===== src/rtl/reduction_aggregation_table_macros.svh =====
// Assertion macros for the reduction aggregation table.
// Used by the top level only; no other dependencies.
`ifndef REDUCTION_AGGREGATION_TABLE_MACROS_SVH
`define REDUCTION_AGGREGATION_TABLE_MACROS_SVH
// Implication checked on every clock edge outside reset.
`define RAT_ASSERT_IMP(label, clk, rst_n, a, c) \
    label: assert property (@(posedge clk) disable iff (!rst_n) (a) |-> (c)) \
        else $error("assertion failed");
// Next-cycle implication checked outside reset.
`define RAT_ASSERT_NEXT(label, clk, rst_n, a, c) \
    label: assert property (@(posedge clk) disable iff (!rst_n) (a) |=> (c)) \
        else $error("assertion failed");
`endif


===== src/rtl/rat_pkg.sv =====
// Package for the reduction aggregation table: payload structs, codes, states.
// No dependencies.
package rat_pkg;
    localparam int SLOTS = 16;
    localparam int IDX_W = $clog2(SLOTS);
    localparam int REM_W = 17;

    typedef enum logic [2:0] {
        ST_INSERTED = 3'd0,
        ST_COMBINED = 3'd1,
        ST_COMPLETE = 3'd2,
        ST_FULL     = 3'd3,
        ST_BAD_TYPE = 3'd4,
        ST_BAD_ID   = 3'd5
    } t_status;

    localparam logic [0:0] REG_SELF_ID = 1'd0;

    typedef struct packed {
        logic [31:0]        reduce_key;
        logic [1:0]         message_kind;
        logic [15:0]        source_process;
        logic [15:0]        destination_process;
        logic [15:0]        target_process;
        logic [15:0]        expected_count;
        logic [15:0]        root_count;
        logic signed [31:0] contribution_value;
    } t_in_word;

    typedef struct packed {
        logic [2:0]         status;
        logic [31:0]        result_id;
        logic [0:0]         result_kind;
        logic [15:0]        result_destination;
        logic [15:0]        result_source;
        logic signed [31:0] result_value;
    } t_out_word;

    typedef enum logic [1:0] {
        S_IDLE,
        S_LOOKUP,
        S_OUT
    } t_state;

    // controller -> datapath
    typedef struct packed {
        logic load;
        logic update;
    } t_cmd;

    // datapath -> controller
    typedef struct packed {
        logic dummy_ready;
    } t_sts;
endpackage


===== src/rtl/rat_ctrl.sv =====
// Controller for the reduction aggregation table: accept, look up, deliver.
// Depends on rat_pkg.
module rat_ctrl (
    input  logic            i_clk,
    input  logic            i_rst_n,
    input  logic            i_in_valid,
    input  logic            i_out_ready,
    input  rat_pkg::t_sts   i_sts,
    output logic            o_in_ready,
    output logic            o_out_valid,
    output rat_pkg::t_cmd   o_cmd
);
    rat_pkg::t_state r_state, n_state;

    always_ff @(posedge i_clk) begin
        if (!i_rst_n) begin
            r_state <= rat_pkg::S_IDLE;
        end else begin
            r_state <= n_state;
        end
    end

    always_comb begin
        n_state     = r_state;
        o_in_ready  = 1'b0;
        o_out_valid = 1'b0;
        o_cmd       = '0;
        unique case (r_state)
            rat_pkg::S_IDLE: begin
                o_in_ready = i_sts.dummy_ready;
                if (i_in_valid && i_sts.dummy_ready) begin
                    o_cmd.load = 1'b1;
                    n_state    = rat_pkg::S_LOOKUP;
                end
            end
            rat_pkg::S_LOOKUP: begin
                o_cmd.update = 1'b1;
                n_state      = rat_pkg::S_OUT;
            end
            rat_pkg::S_OUT: begin
                o_out_valid = 1'b1;
                // take the next word as the result leaves
                o_in_ready  = i_out_ready;
                if (i_out_ready) begin
                    if (i_in_valid) begin
                        o_cmd.load = 1'b1;
                        n_state    = rat_pkg::S_LOOKUP;
                    end else begin
                        n_state = rat_pkg::S_IDLE;
                    end
                end
            end
            default: n_state = rat_pkg::S_IDLE;
        endcase
    end
endmodule


===== src/rtl/rat_datapath.sv =====
// Datapath for the reduction aggregation table: slot store, parallel probe, update.
// Depends on rat_pkg.
module rat_datapath (
    input  logic                i_clk,
    input  logic                i_rst_n,
    input  rat_pkg::t_cmd       i_cmd,
    input  rat_pkg::t_in_word   i_in_word,
    input  logic [15:0]         i_self_id,
    output rat_pkg::t_sts       o_sts,
    output rat_pkg::t_out_word  o_out_word
);
    localparam int N  = rat_pkg::SLOTS;
    localparam int IW = rat_pkg::IDX_W;
    localparam int RW = rat_pkg::REM_W;

    logic [31:0] r_key    [N];
    logic [RW-1:0] r_rem  [N];
    logic [15:0] r_tgt    [N];
    logic        r_kind   [N];
    logic [31:0] r_val    [N];

    rat_pkg::t_in_word  r_in;
    rat_pkg::t_out_word r_out;
    rat_pkg::t_out_word n_out;

    // probe: per-slot hit/empty, then first hit in rotated order from home
    logic [N-1:0] hit_vec;
    logic [IW-1:0] home;
    logic          found;
    logic [IW-1:0] pos;
    logic [IW-1:0] idx;

    always_comb begin
        home  = r_in.reduce_key[IW-1:0];
        found = 1'b0;
        pos   = '0;
        for (int k = 0; k < N; k++) begin
            hit_vec[k] = (r_key[k] == r_in.reduce_key) || (r_key[k] == 32'd0);
        end
        for (int k = N - 1; k >= 0; k--) begin
            idx = home + IW'(k);
            if (hit_vec[idx]) begin
                found = 1'b1;
                pos   = idx;
            end
        end
    end

    logic          is_match;
    logic [RW-1:0] new_rem;
    logic [31:0]   new_val;
    logic [15:0]   new_tgt;
    logic          new_kind;

    always_comb begin
        is_match = (r_key[pos] == r_in.reduce_key);
        if (is_match) begin
            new_rem  = r_rem[pos] + RW'(r_in.expected_count) - RW'(1);
            new_val  = r_val[pos] + r_in.contribution_value;
            new_tgt  = (r_in.source_process == i_self_id) ? r_in.target_process : r_tgt[pos];
            new_kind = r_kind[pos];
        end else begin
            if (r_in.destination_process == 16'd0 && r_in.root_count != 16'd0) begin
                new_rem = RW'(r_in.root_count) - RW'(1);
            end else begin
                new_rem = RW'(r_in.expected_count) - RW'(1);
            end
            new_val  = r_in.contribution_value;
            new_tgt  = r_in.target_process;
            new_kind = r_in.message_kind[0];
        end
    end

    logic bad_type, bad_id, do_write;
    assign bad_type = r_in.message_kind[1];
    assign bad_id   = (r_in.reduce_key == 32'd0);
    assign do_write = i_cmd.update && !bad_type && !bad_id && found;

    always_ff @(posedge i_clk) begin
        if (!i_rst_n) begin
            for (int k = 0; k < N; k++) r_key[k] <= 32'd0;
        end else if (do_write) begin
            r_key[pos] <= (new_rem == '0) ? 32'd0 : r_in.reduce_key;
        end
    end

    always_ff @(posedge i_clk) begin
        if (do_write) begin
            r_rem[pos]  <= new_rem;
            r_val[pos]  <= new_val;
            r_tgt[pos]  <= new_tgt;
            r_kind[pos] <= new_kind;
        end
    end

    always_comb begin
        n_out = '0;
        priority if (bad_type) begin
            n_out.status = rat_pkg::ST_BAD_TYPE;
        end else if (bad_id) begin
            n_out.status = rat_pkg::ST_BAD_ID;
        end else if (!found) begin
            n_out.status = rat_pkg::ST_FULL;
        end else if (new_rem == '0) begin
            n_out.status             = rat_pkg::ST_COMPLETE;
            n_out.result_id          = r_in.reduce_key;
            n_out.result_kind        = new_kind;
            n_out.result_destination = new_tgt;
            n_out.result_source      = i_self_id;
            n_out.result_value       = new_val;
        end else if (is_match) begin
            n_out.status = rat_pkg::ST_COMBINED;
        end else begin
            n_out.status = rat_pkg::ST_INSERTED;
        end
    end

    always_ff @(posedge i_clk) begin
        if (i_cmd.load) begin
            r_in <= i_in_word;
        end
        if (i_cmd.update) begin
            r_out <= n_out;
        end
    end

    assign o_sts.dummy_ready = 1'b1;
    assign o_out_word = r_out;
endmodule


===== src/rtl/reduction_aggregation_table.sv =====
// Reduction aggregation table: combines reduction contributions keyed by id.
// Input and output channels are valid/ready and carry rat_pkg::t_in_word and
// rat_pkg::t_out_word. Each accepted word gives exactly one result word with
// a status: inserted, combined, complete (with the summed value, stored kind,
// stored target as destination and own id as source), table full, bad type
// or bad id.
// The next word is taken in the same cycle the result leaves, and not
// before: one word is in the table at a time. The word is registered at
// accept; the 16-slot key compare, probe priority and slot update all run
// in the next cycle against flip-flop storage, where the result word is
// registered too.
// The receiver may stall: the result is held and no new word is taken until
// it is delivered.
// Reset clears all slot keys (all slots empty) and the own process id at once;
// no clearing pass is needed.
// The APB port holds the own process id at address 0; pready is always high.
`include "reduction_aggregation_table_macros.svh"
module reduction_aggregation_table (
    input  logic               i_clk,
    input  logic               i_rst_n,
    input  logic               i_in_valid,
    output logic               o_in_ready,
    input  rat_pkg::t_in_word  i_in_word,
    output logic               o_out_valid,
    input  logic               i_out_ready,
    output rat_pkg::t_out_word o_out_word,
    input  logic               psel,
    input  logic               penable,
    input  logic               pwrite,
    input  logic [2:0]         paddr,
    input  logic [31:0]        pwdata,
    output logic [31:0]        prdata,
    output logic               pready
);
    logic [15:0]   r_self_id;
    rat_pkg::t_cmd cmd;
    rat_pkg::t_sts sts;

    assign pready = 1'b1;

    always_ff @(posedge i_clk) begin
        if (!i_rst_n) begin
            r_self_id <= 16'd0;
        end else if (psel && penable && pwrite && paddr[2] == rat_pkg::REG_SELF_ID) begin
            r_self_id <= pwdata[15:0];
        end
    end

    assign prdata = (paddr[2] == rat_pkg::REG_SELF_ID) ? {16'd0, r_self_id} : 32'd0;

    rat_ctrl u_ctrl (
        .i_clk       (i_clk),
        .i_rst_n     (i_rst_n),
        .i_in_valid  (i_in_valid),
        .i_out_ready (i_out_ready),
        .i_sts       (sts),
        .o_in_ready  (o_in_ready),
        .o_out_valid (o_out_valid),
        .o_cmd       (cmd)
    );

    rat_datapath u_dp (
        .i_clk      (i_clk),
        .i_rst_n    (i_rst_n),
        .i_cmd      (cmd),
        .i_in_word  (i_in_word),
        .i_self_id  (r_self_id),
        .o_sts      (sts),
        .o_out_word (o_out_word)
    );

    `RAT_ASSERT_NEXT(a_load_then_update, i_clk, i_rst_n, cmd.load, cmd.update)
    `RAT_ASSERT_NEXT(a_update_then_valid, i_clk, i_rst_n, cmd.update, o_out_valid)
    `RAT_ASSERT_IMP(a_no_overlap, i_clk, i_rst_n, cmd.update, !o_in_ready && !o_out_valid)
endmodule


===== config.mk =====
export PLATFORM = sky130hd
export DESIGN_NAME = reduction_aggregation_table
export DESIGN_NICKNAME = d
export VERILOG_FILES = /design/src/rtl/rat_pkg.sv /design/src/rtl/rat_ctrl.sv /design/src/rtl/rat_datapath.sv /design/src/rtl/reduction_aggregation_table.sv
export VERILOG_INCLUDE_DIRS = /design/src /design/src/rtl
export SDC_FILE = /design/constraint.sdc
export NUM_CORES = 2
export LEC_CHECK = 0
export BUFFER_PORTS_ARGS = -buffer_cell sky130_fd_sc_hd__buf_4
export CAP_MARGIN = 20
export CORE_UTILIZATION = 60
export DETAILED_ROUTE_END_ITERATION = 10
export PLACE_DENSITY = 0.88
export SYNTH_ARGS = -nofsm -noshare
export SYNTH_HDL_FRONTEND = slang
export SYNTH_SLANG_ARGS = --single-unit

===== constraint.sdc =====
create_clock -name i_clk -period 20.3 [get_ports i_clk]
set_input_delay 4.06 -clock i_clk [delete_from_list [all_inputs] [get_ports i_clk]]
set_output_delay 4.06 -clock i_clk [all_outputs]
set_load 0.05 [all_outputs]

==> flow_metrics.tcl <==
set metrics [dict create \
    skew_ns 0.0814 \
    cts_setup_buffers 0 \
    dr.pass1.iters 11 \
    crit_arrival_ns 17.40 \
    min_path_cells 2 \
    critPathTopFamily "compound AO/OA/AOI/OAI gates" \
    multiInputGateArea_um2 30900 \
    area_growth_pct 11.3 \
    grt_max_degree 148 \
    power.leakage_nw 33.6 \
    synth_area_um2 88000 \
    yosysMostFrequentCell "edfxtp_1" \
    slew_headroom_pct 15.6 \
    finalSetupViolations 0 \
    core-area_um2 146000 \
    seq_power_share_pct 42.2 \
    grt_usage_pct 41.2 \
    drive_gt1_share_pct 12.0 \
    clkPwrFrac_pct 32.0 \
    status "complete, but fails checks" \
    dieArea_um2 148000 \
    cp_slowest_cell "o41ai_1" \
    cts_hold_buf 0 \
    yosys_warnings 0 \
    ys_ff_latch 1832 \
    netlist_instances 7383 \
    cts_resized 0 \
    slew_violations 0 \
    regArea_um2 54800 \
    overflow 0 \
    synth_edf_count 1814 \
    die_h_um 385 \
    max-cap-violations 0 \
    power.internal_w 0.00688 \
    rrSetupSlack_ns 3.42 \
    drt-initial-drc-count 11300 \
    min_from "r_self_id[0]" \
    clkSlewWorstSetupHoldPaths_ns 0.06 \
    gp_congestion 1.09 \
    drc 2 \
    crit_type "flop to flop" \
    worstMarginPinSlew_ns 1.26 \
    violations "DRC" \
    first_global_vias 64600 \
    yosys.area.top_type "edfxtp_1" \
    switching_share_pct 33.0 \
    synthArstFlopShare_pct 0 \
    fin_crit_sh_pct 83.2 \
    pwr-share-comb_pct 25.8 \
    clk_latency_ns 0.90 \
    routedWlPerCell_um 32.2 \
    post_dp_cell_area_um2 92100 \
    start_util_pct 60.5 \
    whs_endpoint "r_self_id[0]" \
    die_w_um 385 \
    synth_area_per_cell_um2 11.9 \
    synth_flop_cell "edfxtp_1" \
    final_area_um2 98000 \
    rows 140 \
    tritoncts "yes" \
    r2r_start "u_dp.home[0]" \
    clock_path_buffers 3 \
    slowest_delay_ns 0.87 \
    vias 67100 \
    ir_worst_vdd_uv 103 \
    via_per_inst 6.97 \
    hold_viol_final 0 \
    ys_types 91 \
    dr_wl_met2_mm 139 \
    p_sw_w 0.00339 \
    met3_length_mm 43.4 \
    drt_wl_total_mm 310 \
    synth_top_cell_area_share_pct 61.9 \
    numCtsBuffers 180 \
    nNetsFinal 7812 \
    fin_crit_ns 16.88 \
    setup_tns_ns 0 \
    worst_setup_path_start_kind "flop" \
    rsz0062_at_grt "false" \
    holdWs_ns 0.510 \
    io_buffers 287 \
    boundaryPins 323 \
    powerDensity_nw_per_um2 105 \
    antenna_found_initial 8 \
    ys_seq_area_share_pct 62.3 \
    highest_layer "met5" \
    hpwl_mm 189 \
    cts-root-buf "clkbuf_16" \
    synth_area_leaders "edfxtp_1 (62%), nand2_1 (6.0%), xnor2_1 (5.8%)" \
    fillCellCount 9761 \
    wirelength_met1_mm 104 \
    reg2reg_depth 39 \
    worstPathMaxFanout 70 \
    cts_max_level 4 \
    cts_sinks 1832 \
    holdCritPathClass "flop to flop" \
    path_buf_inv 6 \
    synth_commonest_cells "edfxtp_1 (1814), nand2_1 (1396), nor2_1 (663)" \
    critPathRequiredTime_ns 20.81 \
    r2r-end "u_dp.r_val[6][31]" \
    fmax_mhz 59.2 \
    endpoint_kind "flop" \
    final_antenna_net_count 0 \
    grt_pass1_wl_mm 437 \
]
-- state kept, by name, summed over array words and instances, names as in the netlist --
signal	flops
u_dp.r_val	512
u_dp.bad_type	1
u_dp.o_out_word	100
u_dp.r_in	141
u_ctrl.r_state	2
u_dp.home	4
u_dp.r_kind	16
r_self_id	16
u_dp.r_tgt	256
u_dp.r_key	512
u_dp.r_rem	272
-- worst max path at each step --
stage                  from                 end  slack, ns  cells after the start
4_1_cts        u_dp.home[0]  u_dp.r_val[12][31]       4.22                     39
2_1_floorplan  u_dp.home[1]   u_dp.r_val[0][31]       8.84                     46
3_3_place_gp   u_dp.home[0]   u_dp.r_val[1][31]       5.06                     39
5_1_grt        u_dp.home[0]   u_dp.r_val[6][31]       3.02                     39
6_report       u_dp.home[0]   u_dp.r_val[6][31]       3.42                     39
3_5_place_dp   u_dp.home[0]   u_dp.r_val[3][31]       4.24                     39
-- cells in the final DEF, fill, tap and decap left out, drive strengths merged, types with 27 or more instances in the layout --
master and count:
a21oi 86, o211ai 76, nor3 40, inv 87
mux4 43, nand3 232, a311oi 177, o21a 27
mux2i 241, nor4 198, edfxtp 1814, and2 92
a21boi 34, nor2 664, a211oi 29, nand3b 92
nor2b 28, and3 109, nand4 179, o21ai 157
ha 71, buf 484, xor2 36, xnor2 579
clkbuf 225, nand2 1397, clkinv 95, mux2 64
-- metrics by stage --
| stage | cells | total power (W) | util, % | setup WS [ns] |
|---|---|---|---|---|
| 2_1_floorplan | 7398 | 0.00612 | - | 8.84 |
| 3_3_place_gp | 9276 | 0.00680 | 63.2 | 5.06 |
| 3_5_place_dp | 9277 | 0.00691 | 63.3 | 4.24 |
| 4_1_cts | 9613 | 0.0102 | 67.2 | 4.22 |
| 5_1_grt | 9622 | 0.0105 | 67.3 | 3.02 |
| 6_report | 9628 | 0.0103 | 67.3 | 3.42 |
-- tightest hold or removal path: stages, from the launching register on --
cell      delay [ns]
dfxtp_1         0.34
nand2_1         0.06
a21boi_0        0.06
-- routing by layer --
metal	global-route usage, %	vias to the layer above
li1	-	27300
met3	11.2	1349
met4	27.3	4
met2	62.9	6132
met5	0	-
met1	51.7	32300
-- logic make-up after synthesis --
group                      synth area share [%]
xor gates and xnor gates                   6.12
buffers and inverters                      3.04
AOI/OAI and AO/OA                          6.64
muxes                                      4.66
DFF                                        62.3
and+or+nand+nor                            16.2
other                                   0.00853
adders and majority gates                  1.05
-- power groups by stage --
| stage | Sequential, W | Combinational, W | Clock, W |
|---|---|---|---|
| 6_report | 0.00434 | 0.00264 | 0.00329 |
| 5_1_grt | 0.00434 | 0.00277 | 0.00342 |
| 4_1_cts | 0.00433 | 0.00255 | 0.00328 |
| 3_5_place_dp | 0.00441 | 0.00250 | 0 |
| 3_3_place_gp | 0.00441 | 0.00240 | 0 |
| 2_1_floorplan | 0.00442 | 0.00170 | 0 |
-- layout make-up --
class,instances,share of cell area (%)
diodes,6,0.0153
inverters,83,0.318
clock inverters,112,1.12
flip-flops and latches,1832,55.9
well taps,1917,2.45
clock buffers,224,4.77
repair buffers,485,3.84
multi-input cells,4969,31.5
Power figures use the tool's default switching activity.
